**src/design/assert_macros.svh**
```systemverilog
// Assertion macros shared by the parking path core.
// Depends on nothing; included by files that carry assertions.
`ifndef ASSERT_MACROS_SVH
`define ASSERT_MACROS_SVH
`ifndef SYNTHESIS
`define ASSERT_IMPL(label, clk, rst_n, cond) \
  label: assert property (@(posedge clk) disable iff (!rst_n) (cond)) else $error("assertion failed");
`define ASSERT_NEXT(label, clk, rst_n, ante, cons) \
  label: assert property (@(posedge clk) disable iff (!rst_n) (ante) |=> (cons)) else $error("assertion failed");
`else
`define ASSERT_IMPL(label, clk, rst_n, cond)
`define ASSERT_NEXT(label, clk, rst_n, ante, cons)
`endif
`endif

```
**src/design/ppap_pkg.sv**
```systemverilog
// Types and constants for the two-arc parking path core.
// Depends on nothing.
`timescale 1ns / 1ps
package ppap_pkg;
  localparam int unsigned XW = 17;
  localparam int unsigned YW = 18;
  localparam int unsigned CW = 16;
  localparam int unsigned RADW = 36;   // radicands are below 2^35, plus sign
  localparam int unsigned ROOTW = 18;  // floor(sqrt) of a 36-bit value
  localparam int unsigned NCELL = 18;
  localparam logic [0:0] REG_RADIUS = 1'b0;
  localparam logic [0:0] REG_SADDLE = 1'b1;

  typedef struct packed {
    logic [RADW-1:0] rem1;
    logic [ROOTW-1:0] root1;
    logic [RADW-1:0] rem2;
    logic [ROOTW-1:0] root2;
    logic second;
    logic bad;
  } sq_word_t;
endpackage

```
**src/design/ppap_if.sv**
```systemverilog
// Valid/ready channel interfaces used on the ports of the core.
// Depends on ppap_pkg.
`timescale 1ns / 1ps
interface ppap_in_if;
  import ppap_pkg::*;
  logic valid;
  logic ready;
  logic signed [XW-1:0] query_x;
  modport source (output valid, output query_x, input ready);
  modport sink (input valid, input query_x, output ready);
endinterface

interface ppap_out_if;
  import ppap_pkg::*;
  logic valid;
  logic ready;
  logic signed [YW-1:0] path_y;
  logic invalid;
  modport source (output valid, output path_y, output invalid, input ready);
  modport sink (input valid, input path_y, input invalid, output ready);
endinterface

interface ppap_cfg_if;
  import ppap_pkg::*;
  logic valid;
  logic ready;
  logic [0:0] index;
  logic [CW-1:0] data;
  modport source (output valid, output index, output data, input ready);
  modport sink (input valid, input index, input data, output ready);
endinterface

```
**src/design/ppap_sqrt_cell.sv**
```systemverilog
// One cell of the square-root chain: resolves one root bit of both radicands.
// Depends on ppap_pkg.
`timescale 1ns / 1ps
module ppap_sqrt_cell #(
  parameter int unsigned STEP = 0
) (
  input  logic                clk,
  input  logic                rst_n,
  input  logic                en,
  input  logic                vld_in,
  input  ppap_pkg::sq_word_t  word_in,
  output logic                vld_out,
  output ppap_pkg::sq_word_t  word_out
);
  import ppap_pkg::*;
  localparam int unsigned SH = 2 * (NCELL - 1 - STEP);

  logic vld_r;
  sq_word_t word_r, word_nxt;
  logic [RADW:0] trial1, trial2;

  always_comb begin
    word_nxt = word_in;
    trial1 = {1'b0, word_in.rem1} -
             (({{(RADW+1-ROOTW){1'b0}}, word_in.root1} << (SH + 2)) |
              ({{RADW{1'b0}}, 1'b1} << SH));
    trial2 = {1'b0, word_in.rem2} -
             (({{(RADW+1-ROOTW){1'b0}}, word_in.root2} << (SH + 2)) |
              ({{RADW{1'b0}}, 1'b1} << SH));
    if (!trial1[RADW]) begin
      word_nxt.rem1 = trial1[RADW-1:0];
      word_nxt.root1 = {word_in.root1[ROOTW-2:0], 1'b1};
    end else begin
      word_nxt.root1 = {word_in.root1[ROOTW-2:0], 1'b0};
    end
    if (!trial2[RADW]) begin
      word_nxt.rem2 = trial2[RADW-1:0];
      word_nxt.root2 = {word_in.root2[ROOTW-2:0], 1'b1};
    end else begin
      word_nxt.root2 = {word_in.root2[ROOTW-2:0], 1'b0};
    end
  end

  always_ff @(posedge clk) begin
    if (!rst_n) begin
      vld_r <= 1'b0;
    end else if (en) begin
      vld_r <= vld_in;
    end
  end

  always_ff @(posedge clk) begin
    if (en) begin
      word_r <= word_nxt;
    end
  end

  assign vld_out = vld_r;
  assign word_out = word_r;
endmodule

```
**src/design/parallel_parking_arc_path_core.sv**
```systemverilog
// Top level of the two-arc parallel-parking path core.
// Depends on ppap_pkg, the channel interfaces, ppap_sqrt_cell and assert_macros.svh.
//
//  channel | dir | fields
//  in_     | in  | query_x
//  out_    | out | path_y, invalid
//  cfg_    | in  | index, data
//
// One word is accepted per cycle while the output does not stall; there are
// three front-end stages, an eighteen-cell square-root chain, one output stage.
// The whole pipeline advances together and stalls only while a finished
// word waits at the output. Reset empties the pipeline and restores the
// radius to 1.0 and the saddle point to 0.5.
`timescale 1ns / 1ps
`include "assert_macros.svh"
module parallel_parking_arc_path_core (
  input  logic      clk,
  input  logic      rst_n,
  ppap_in_if.sink   in_ch,
  ppap_out_if.source out_ch,
  ppap_cfg_if.sink  cfg_ch
);
  import ppap_pkg::*;

  logic [CW-1:0] radius_r, saddle_r;
  logic en;
  assign en = !out_ch.valid || out_ch.ready;
  assign in_ch.ready = en;
  assign cfg_ch.ready = 1'b1;

  always_ff @(posedge clk) begin
    if (!rst_n) begin
      radius_r <= 16'd64;
      saddle_r <= 16'd32;
    end else if (cfg_ch.valid) begin
      unique case (cfg_ch.index)
        REG_RADIUS: radius_r <= cfg_ch.data;
        REG_SADDLE: saddle_r <= cfg_ch.data;
        default: ;
      endcase
    end
  end

  // Stage 1: differences and operands.
  logic v1_r, sec1_r;
  logic signed [19:0] d1_r;
  logic signed [17:0] tb1_r;
  logic [CW-1:0] a1_r, b1_r;
  logic signed [19:0] c_w, d_w;
  always_comb begin
    c_w = $signed({3'b0, saddle_r, 1'b0}) - $signed({4'b0, radius_r});
    if ($signed({in_ch.query_x[XW-1], in_ch.query_x}) <= $signed({2'b0, saddle_r}))
      d_w = $signed({{3{in_ch.query_x[XW-1]}}, in_ch.query_x}) -
            $signed({4'b0, radius_r});
    else
      d_w = $signed({{3{in_ch.query_x[XW-1]}}, in_ch.query_x}) - c_w;
  end
  always_ff @(posedge clk) begin
    if (!rst_n) v1_r <= 1'b0;
    else if (en) v1_r <= in_ch.valid;
  end
  always_ff @(posedge clk) begin
    if (en) begin
      sec1_r <= $signed({in_ch.query_x[XW-1], in_ch.query_x}) >
                $signed({2'b0, saddle_r});
      d1_r <= d_w;
      tb1_r <= $signed({1'b0, radius_r, 1'b0}) - $signed({2'b0, saddle_r});
      a1_r <= radius_r;
      b1_r <= saddle_r;
    end
  end

  // Stage 2: products.
  logic v2_r, sec2_r;
  logic [31:0] aa2_r;
  logic [37:0] dd2_r;
  logic signed [35:0] br2_r;
  always_ff @(posedge clk) begin
    if (!rst_n) v2_r <= 1'b0;
    else if (en) v2_r <= v1_r;
  end
  always_ff @(posedge clk) begin
    if (en) begin
      sec2_r <= sec1_r;
      aa2_r <= a1_r * a1_r;
      dd2_r <= 38'(d1_r * d1_r);
      br2_r <= 36'($signed({1'b0, b1_r}) * tb1_r);
    end
  end

  // Stage 3: radicands and sign checks.
  logic v3_r;
  sq_word_t w3_r;
  logic signed [38:0] r1_w, r2_w;
  always_comb begin
    r1_w = $signed({7'b0, aa2_r}) - $signed({1'b0, dd2_r});
    r2_w = 39'(br2_r) <<< 2;
  end
  always_ff @(posedge clk) begin
    if (!rst_n) v3_r <= 1'b0;
    else if (en) v3_r <= v2_r;
  end
  always_ff @(posedge clk) begin
    if (en) begin
      w3_r.second <= sec2_r;
      w3_r.bad <= r1_w[38] || (sec2_r && r2_w[38]);
      w3_r.rem1 <= r1_w[38] ? '0 : r1_w[RADW-1:0];
      w3_r.rem2 <= (r2_w[38] || !sec2_r) ? '0 : r2_w[RADW-1:0];
      w3_r.root1 <= '0;
      w3_r.root2 <= '0;
    end
  end

  logic vc [NCELL+1];
  sq_word_t wc [NCELL+1];
  assign vc[0] = v3_r;
  assign wc[0] = w3_r;
  for (genvar i = 0; i < NCELL; i++) begin : g_cell
    ppap_sqrt_cell #(.STEP(i)) u_cell (
      .clk(clk), .rst_n(rst_n), .en(en),
      .vld_in(vc[i]), .word_in(wc[i]),
      .vld_out(vc[i+1]), .word_out(wc[i+1])
    );
  end

  logic vo_r, bad_r;
  logic signed [YW-1:0] y_r;
  always_ff @(posedge clk) begin
    if (!rst_n) vo_r <= 1'b0;
    else if (en) vo_r <= vc[NCELL];
  end
  always_ff @(posedge clk) begin
    if (en) begin
      bad_r <= wc[NCELL].bad;
      if (wc[NCELL].bad) y_r <= '0;
      else if (wc[NCELL].second)
        y_r <= $signed({1'b0, wc[NCELL].root1[ROOTW-2:0]}) -
               $signed({1'b0, wc[NCELL].root2[ROOTW-2:0]});
      else
        y_r <= -$signed({1'b0, wc[NCELL].root1[ROOTW-2:0]});
    end
  end

  assign out_ch.valid = vo_r;
  assign out_ch.path_y = y_r;
  assign out_ch.invalid = bad_r;

  `ASSERT_IMPL(a_bad_zero, clk, rst_n, !(out_ch.valid && out_ch.invalid) || out_ch.path_y == '0)
  `ASSERT_NEXT(a_hold, clk, rst_n, out_ch.valid && !out_ch.ready, out_ch.valid && $stable(out_ch.path_y))
  `ASSERT_IMPL(a_ready, clk, rst_n, in_ch.ready == (!out_ch.valid || out_ch.ready))
endmodule

```
**src/flat_wrapper.sv**
```systemverilog
// flat-port wrapper written by rule: the top's interface ports become plain ports
module parallel_parking_arc_path_core_flat import ppap_pkg::*;
  (clk, rst_n, in_ch_valid, in_ch_query_x, in_ch_ready, out_ch_valid, out_ch_path_y, out_ch_invalid, out_ch_ready, cfg_ch_valid, cfg_ch_index, cfg_ch_data, cfg_ch_ready);
  ppap_in_if in_ch_i ();
  ppap_out_if out_ch_i ();
  ppap_cfg_if cfg_ch_i ();
  input  logic clk;
  input  logic rst_n;
  input wire logic [$bits(in_ch_i.valid)-1:0] in_ch_valid;
  input wire logic [$bits(in_ch_i.query_x)-1:0] in_ch_query_x;
  output wire logic [$bits(in_ch_i.ready)-1:0] in_ch_ready;
  output wire logic [$bits(out_ch_i.valid)-1:0] out_ch_valid;
  output wire logic [$bits(out_ch_i.path_y)-1:0] out_ch_path_y;
  output wire logic [$bits(out_ch_i.invalid)-1:0] out_ch_invalid;
  input wire logic [$bits(out_ch_i.ready)-1:0] out_ch_ready;
  input wire logic [$bits(cfg_ch_i.valid)-1:0] cfg_ch_valid;
  input wire logic [$bits(cfg_ch_i.index)-1:0] cfg_ch_index;
  input wire logic [$bits(cfg_ch_i.data)-1:0] cfg_ch_data;
  output wire logic [$bits(cfg_ch_i.ready)-1:0] cfg_ch_ready;
  assign in_ch_i.valid = in_ch_valid;
  assign in_ch_i.query_x = in_ch_query_x;
  assign in_ch_ready = in_ch_i.ready;
  assign out_ch_valid = out_ch_i.valid;
  assign out_ch_path_y = out_ch_i.path_y;
  assign out_ch_invalid = out_ch_i.invalid;
  assign out_ch_i.ready = out_ch_ready;
  assign cfg_ch_i.valid = cfg_ch_valid;
  assign cfg_ch_i.index = cfg_ch_index;
  assign cfg_ch_i.data = cfg_ch_data;
  assign cfg_ch_ready = cfg_ch_i.ready;
  parallel_parking_arc_path_core u_core (.clk(clk), .rst_n(rst_n), .in_ch(in_ch_i), .out_ch(out_ch_i), .cfg_ch(cfg_ch_i));
endmodule
```
**config.mk**
```make
export PLATFORM = sky130hd
export DESIGN_NAME = parallel_parking_arc_path_core_flat
export DESIGN_NICKNAME = d
export VERILOG_FILES = /design/src/design/ppap_pkg.sv /design/src/design/ppap_if.sv /design/src/design/ppap_sqrt_cell.sv /design/src/design/parallel_parking_arc_path_core.sv /design/src/flat_wrapper.sv
export VERILOG_INCLUDE_DIRS = /design/src /design/src/design
export SDC_FILE = /design/constraint.sdc
export NUM_CORES = 2
export LEC_CHECK = 0
export BUFFER_PORTS_ARGS = -buffer_cell sky130_fd_sc_hd__buf_2
export CAP_MARGIN = 20
export CORE_MARGIN = 1.5
export CORE_UTILIZATION = 54
export DETAILED_ROUTE_END_ITERATION = 10
export GPL_TIMING_DRIVEN = 0
export PLACE_DENSITY = 0.72
export SKIP_LAST_GASP = 1
export SLEW_MARGIN = 20
export SYNTH_ARGS = -nofsm -noshare
export SYNTH_HDL_FRONTEND = slang
export SYNTH_SLANG_ARGS = --single-unit
```
**constraint.sdc**
```tcl
create_clock -name clk -period 50.5 [get_ports clk]
set_input_delay 2.525 -clock clk [delete_from_list [all_inputs] [get_ports clk]]
set_output_delay 2.525 -clock clk [all_outputs]
set_load 0.02 [all_outputs]
```
# After elaboration in Yosys (flattened, before gate mapping)
# Index checks and enable logic that the tools add are counted.
# W data, S select, Z words.
[totals] elab_cells=275 in_bits=39 register_bits=1925
[classes] reduce_logical=8 multipliers=3 n_lt_le_gt_ge=2 bitwise_logic=1 muxes=72 n_addsub=43
[ops] op="$mux W36" count=34
[ops] op="$sub A36 B19 Y37" count=2
[ops] op="$sub A36 B20 Y37" count=2
[ops] op="$sub A36 B21 Y37" count=2
[ops] op="$sub A36 B22 Y37" count=2
[ops] op="$sub A36 B23 Y37" count=2
[ops] op="$sub A36 B24 Y37" count=2
[ops] op="$sub A36 B25 Y37" count=2
[ops] op="$sub A36 B26 Y37" count=2
[ops] op="$sub A36 B27 Y37" count=2
[ops] op="$sub A36 B28 Y37" count=2
[ops] op="$sub A36 B29 Y37" count=2
[ops] op="$sub A36 B30 Y37" count=2
[ops] op="$sub A36 B31 Y37" count=2
[ops] op="$sub A36 B32 Y37" count=2
[ops] op="$sub A36 B33 Y37" count=2
[ops] op="$sub A36 B34 Y37" count=2
[ops] op="$sub A36 B35 Y37" count=2
[ops] op="$sub A36 B35 Y37 const B" count=2
[ops] op="$sub A32 B38 Y39" count=1
[ops] op="$mul A20 B20 Y38" count=1
[ops] op="$mux W1" count=36
[ops] op="$sub A17 B16 Y18" count=2
[ops] op="$sub A17 B17 Y18" count=2
[ops] op="13 further kinds" count=17

# Depth between registers and ports, before layout
[depth] word_depth=3 mapped_depth=28 mapped_depth_nobuf=27

# By module
# Synthesis repeated with hierarchy kept, for this count alone.
[hier_totals] hier_cells=12362 area_unflattened_um2=145199.3
[modules_own_cells] mod="parallel_parking_arc_path_core" n_inst=1 cells_each=4820 area_each_um2=46818.7
[modules_own_cells] mod="ppap_sqrt_cell at u_core.g_cell[14].u_cell" n_inst=1 cells_each=604 area_each_um2=6632.6
[modules_own_cells] mod="ppap_sqrt_cell at u_core.g_cell[17].u_cell" n_inst=1 cells_each=620 area_each_um2=6605.1
[modules_own_cells] mod="ppap_sqrt_cell at u_core.g_cell[15].u_cell" n_inst=1 cells_each=604 area_each_um2=6485.0
[modules_own_cells] mod="ppap_sqrt_cell at u_core.g_cell[16].u_cell" n_inst=1 cells_each=608 area_each_um2=6480.0
[modules_own_cells] mod="ppap_sqrt_cell at u_core.g_cell[13].u_cell" n_inst=1 cells_each=567 area_each_um2=6362.4
[modules_own_cells] mod="ppap_sqrt_cell at u_core.g_cell[11].u_cell" n_inst=1 cells_each=549 area_each_um2=6348.6
[modules_own_cells] mod="ppap_sqrt_cell at u_core.g_cell[10].u_cell" n_inst=1 cells_each=536 area_each_um2=6337.3
[modules_own_cells] mod="ppap_sqrt_cell at u_core.g_cell[12].u_cell" n_inst=1 cells_each=558 area_each_um2=6272.3
[modules_own_cells] mod="ppap_sqrt_cell at u_core.g_cell[9].u_cell" n_inst=1 cells_each=448 area_each_um2=5859.4
[modules_own_cells] mod="ppap_sqrt_cell at u_core.g_cell[8].u_cell" n_inst=1 cells_each=401 area_each_um2=5524.0
[modules_own_cells] mod="ppap_sqrt_cell at u_core.g_cell[7].u_cell" n_inst=1 cells_each=414 area_each_um2=5495.3
[modules_own_cells] mod="ppap_sqrt_cell at u_core.g_cell[6].u_cell" n_inst=1 cells_each=351 area_each_um2=5210.0
[modules_own_cells] mod="ppap_sqrt_cell at u_core.g_cell[5].u_cell" n_inst=1 cells_each=310 area_each_um2=4845.9
[modules_own_cells] mod="+5 rows"

# Worst setup path before layout
# Ideal clock, no wire load.
[synth_timing] path_type="input to register" startpoint="input port out_ch_ready" endpoint="register u_core.a1_r[0] (enable)" setup_time_ns=2.924 slack_ns=-4.687 n_path_buf=1 t_arrival_ns=52.263 required_ns=47.576 path_stages=3 path_cell_list="nor2b_1 -> inv_1 -> clkbuf_1"
[synth_via] elab_chain_len=1
[synth_lines] element="from (decl)" line="flat_wrapper.sv:15" text="input wire logic [$bits(out_ch_i.ready)-1:0] out_ch_ready;"
[synth_lines] element="$logic_or A1 B1 Y1" line="parallel_parking_arc_path_core.sv:27" text="assign en = !out_ch.valid || out_ch.ready;"
[synth_lines] element="via in_ch_ready" line="flat_wrapper.sv:11" text="output wire logic [$bits(in_ch_i.ready)-1:0] in_ch_ready;"
[synth_lines] element="to (signal assigned)" line="parallel_parking_arc_path_core.sv:68" text="a1_r <= radius_r;"
[synth_lines] element="to (decl)" line="parallel_parking_arc_path_core.sv:48" text="logic [CW-1:0] a1_r, b1_r;"
# The timed path passes the listed nets, and every way through them passes these cells.
# A chain may end at the register's enable or synchronous reset.

# Worst setup path after layout
[layout_timing] startpoint="register u_core.d1_r[7]" endpoint="register u_core.dd2_r[37] (data pin)"
[layout_via] elab_chain_len=1
[layout_lines] element="from (decl)" line="parallel_parking_arc_path_core.sv:46" text="logic signed [19:0] d1_r;"
[layout_lines] element="from (signal assigned)" line="parallel_parking_arc_path_core.sv:66" text="d1_r <= d_w;"
[layout_lines] element="$mul A20 B20 Y38" line="parallel_parking_arc_path_core.sv:86" text="dd2_r <= 38'(d1_r * d1_r);"
[layout_lines] element="to (signal assigned)" line="parallel_parking_arc_path_core.sv:86"
[layout_lines] element="to (decl)" line="parallel_parking_arc_path_core.sv:76" text="logic [37:0] dd2_r;"
# Every way passes these cells.

==> metrics.cfg <==
[layout]
area_delta_synth_final_pct = 9.278
final_nets = 11920
final_area_sq_um = 127900
ff_latch_area_sq_um = 56030
nFillCells = 16840
drive_gt1_frac = 0.05069
fin_util = 0.5948
multi_input_area_sq_um = 54200

[synth]
syn_inst = 10030
async_flop_share = 0
synthXorXnorAreaFrac = 0.04864
ys_ff_latch = 1884
synth_compound_area_frac = 0.08178
synth_area_per_cell_sq_um = 11.67
ys.flop_type = edfxtp_1
synth_area_sq_um = 117000
yosys-mux-area-fraction = 0.007782
synth_top_family_by_area = adder cells
synth-simple-area-share = 0.1034
yosys.area_share.adder = 0.2213
ys_seq_area_frac = 0.4787
yosysWarnings = 0
synth_cell_type_count = 96
synth-edff-count = 1830

[place]
gp_congestion = 0.9156
postPlaceCellArea_sq_um = 121500
port_buffers = 59
post-dp-hpwl_microns = 174100

[global_routing]
grt_pass1_wl_microns = 366900
overflow = 0
antenna_found_initial = 1
grt_pass1_vias = 74520
grt_max_degree = 107
grt_usage = 0.2070

[hold_path]
hp-start = u_core.g_cell[1].u_cell.word_out[49]
min_to = u_core.g_cell[2].u_cell.word_out[49]
holdPathStages = 0
hp-class = reg -> reg

[worst_setup_path]
ff2ff_setup_slack_ns = 41.21
cp_data_required_time_ns = 51.01
rr_startpoint = u_core.d1_r[7]
cp_slowest_stage_delay_ns = 0.84
cp-end-kind = flip-flop
criticalPathCategory = reg -> reg
cp_common_cell = fa_1
rr_worst_depth = 24
cp_slowest_cell = o311ai_0
cp.arrival_ns = 9.80
critical_path_peak_fanout = 10
r2r-end = u_core.dd2_r[37]
crit_path_start_kind = flip-flop
crit_chain = clkbuf_1, clkbuf_1, nand2_1, fa_1, inv_1, fa_1, fa_1, fa_1, ha_1, inv_1, fa_1, inv_1, fa_1, ha_1, or3_1, a2111oi_0, o21ai_1, o311ai_0, a21boi_0, nor2_1, o211a_1, o21bai_1, a21oi_1, xnor2_1

[outcome]
outcome = finished clean

[cts]
cts_sinks = 1884
cts_resized = 0
cts-htree-levels = 4
cts_buffers = 189
postCtsHoldBufs = 0
clkLatencyLatePin_ns = 0.82
cts_buffer_depth = 3
post_cts_buffers = 0
cts_tree = done
cts_root_buf = clkbuf_16
clk_pin_slew_ns = 0.06

[die]
row_count = 170
die-area_sq_um = 219600
fp.dieW_microns = 468.6
die_y_microns = 468.6
pin_count = 61
design.core.area_sq_um = 215000
start_util = 0.5443

[route]
wl_per_cell_microns = 16.94
dr.pass1.iters = 6
ant_nets = 0
routed_via_density = 5.378
vias = 71500
drtIter0Drc = 3963
drc = 0
routed_wl_microns = 225200

[sta]
fmax_ghz = 0.1076
drv_slew = 0
hold_slack_ns = 0.3978
finalCriticalPeriod_ns = 9.290
rsz0062_at_grt = false
finalClockSkew_ns = 0.04601
setup_tns_ns = 0
tightest_slew_ns = 0.9478
fin_crit_sh = 0.1840
hold_viol = 0
maxSlewHeadroom = 0.3666
finalSetupViolCount = 0

[job]
cap_violations = 0

-- Yosys cell counts, types with 64 or more instances --
cell type,n,area (sq um)
or3_1,81,506.7
clkbuf_1,179,671.9
nor3_1,193,965.9
nand2b_1,123,769.5
nor2b_1,83,519.3
o21a_1,153,1149
nand2_1,817,3067
edfxtp_1,1830,54950
o21ai_0,368,1842
xor2_1,261,2286
inv_1,1611,6047
a21o_1,141,1059
a21oi_1,407,2037
ha_1,760,9509
xnor2_1,389,3407
fa_1,819,16400
nand3_1,109,545.5
nor2_1,546,2049
mux2_2,64,720.7
and2_1,301,1883
a21boi_0,81,608.1
-- cell type report --
| cell class | count | share of cell area |
|---|---|---|
| clock buffer | 225 | 0.03837 |
| inverter | 1612 | 0.04731 |
| sequential | 1884 | 0.4381 |
| multi-input combinational | 6332 | 0.4238 |
| tap | 2838 | 0.02776 |
| buffer | 200 | 0.006143 |
| antenna | 1 | 0.00001956 |
| clock inverter | 122 | 0.01166 |
| timing repair buffer | 81 | 0.006887 |
-- sequential cells by signal (all words and copies together), names as in the netlist, 16 cells and up --
register                       flops
u_core.g_cell.u_cell.word_out   1566
u_core.w3_r                       72
u_core.dd2_r                      37
u_core.br2_r                      35
u_core.aa2_r                      31
u_core.d1_r                       19
u_core.g_cell.u_cell.vld_out      18
u_core.out_ch.path_y              18
u_core.tb1_r                      17
u_core.a1_r                       16
u_core.b1_r                       16
u_core.radius_r                   16
u_core.saddle_r                   16
-- worst max-delay path by stage --
stage | from | end | slack [ns] | cells past startpoint
2_1_floorplan | out_ch_ready | in_ch_ready | 22.46 | 3
3_3_place_gp | out_ch_ready | in_ch_ready | 13.28 | 5
3_5_place_dp | u_core.d1_r[7] | u_core.dd2_r[37] | 41.33 | 24
4_1_cts | u_core.d1_r[7] | u_core.dd2_r[37] | 41.31 | 24
5_1_grt | u_core.d1_r[7] | u_core.dd2_r[37] | 40.92 | 24
6_report | u_core.d1_r[7] | u_core.dd2_r[37] | 41.21 | 24
-- cells by family (layout without fill, tap and decap cells) --
family	Yosys count	in the layout
other	2	5
XOR/XNOR	650	650
adder cells (fa/ha/maj)	1579	1579
AND/OR/NAND/NOR	2506	2506
buffers and inverters	1812	2240
flip-flops	1884	1884
AO/OA/AOI/OAI	1510	1510
multiplexers	83	83
-- worst max-delay path: cells and delay by family (launching register included) --
family	cells	cell delay (ns)
fa+ha+maj	8	3.40
compound gates	7	2.65
buf+inv	5	1.42
simple gates	3	0.94
flops	1	0.45
xor+xnor	1	0.13
-- routing by layer --
metal | vias up | part of all wire | global-route usage
met5 | - | 0 | 0
met3 | 542 | 0.038 | 0.02656
met1 | 34800 | 0.39 | 0.2369
met4 | 0 | 0.046 | 0.09277
met2 | 1569 | 0.52 | 0.3841
li1 | 34590 | - | -
-- metrics by stage --
step	instances	setup WS [ns]
final	13300	41.21
after global routing	13290	40.92
after detailed placement	12950	41.33
after floorplan	10030	22.46
after CTS	13290	41.31
after global placement	12930	13.28
-- layout by cell type (no fill, tap or decap), drive strengths merged, types with 83 or more instances in the layout --
master | synthesis | final
a21boi | 85 | 85
a21o | 141 | 141
a21oi | 407 | 407
and2 | 301 | 301
buf | 21 | 102
clkbuf | 179 | 404
edfxtp | 1830 | 1830
fa | 819 | 819
ha | 760 | 760
inv | 1612 | 1625
nand2 | 817 | 817
nand2b | 125 | 125
nand3 | 109 | 109
nor2 | 546 | 546
nor2b | 83 | 83
nor3 | 194 | 194
o21a | 153 | 153
o21ai | 378 | 378
or3 | 83 | 83
xnor2 | 389 | 389
xor2 | 261 | 261
Power is not shown: default switching activity piles up to over one toggle a cycle in this logic, so the estimate is an artifact.
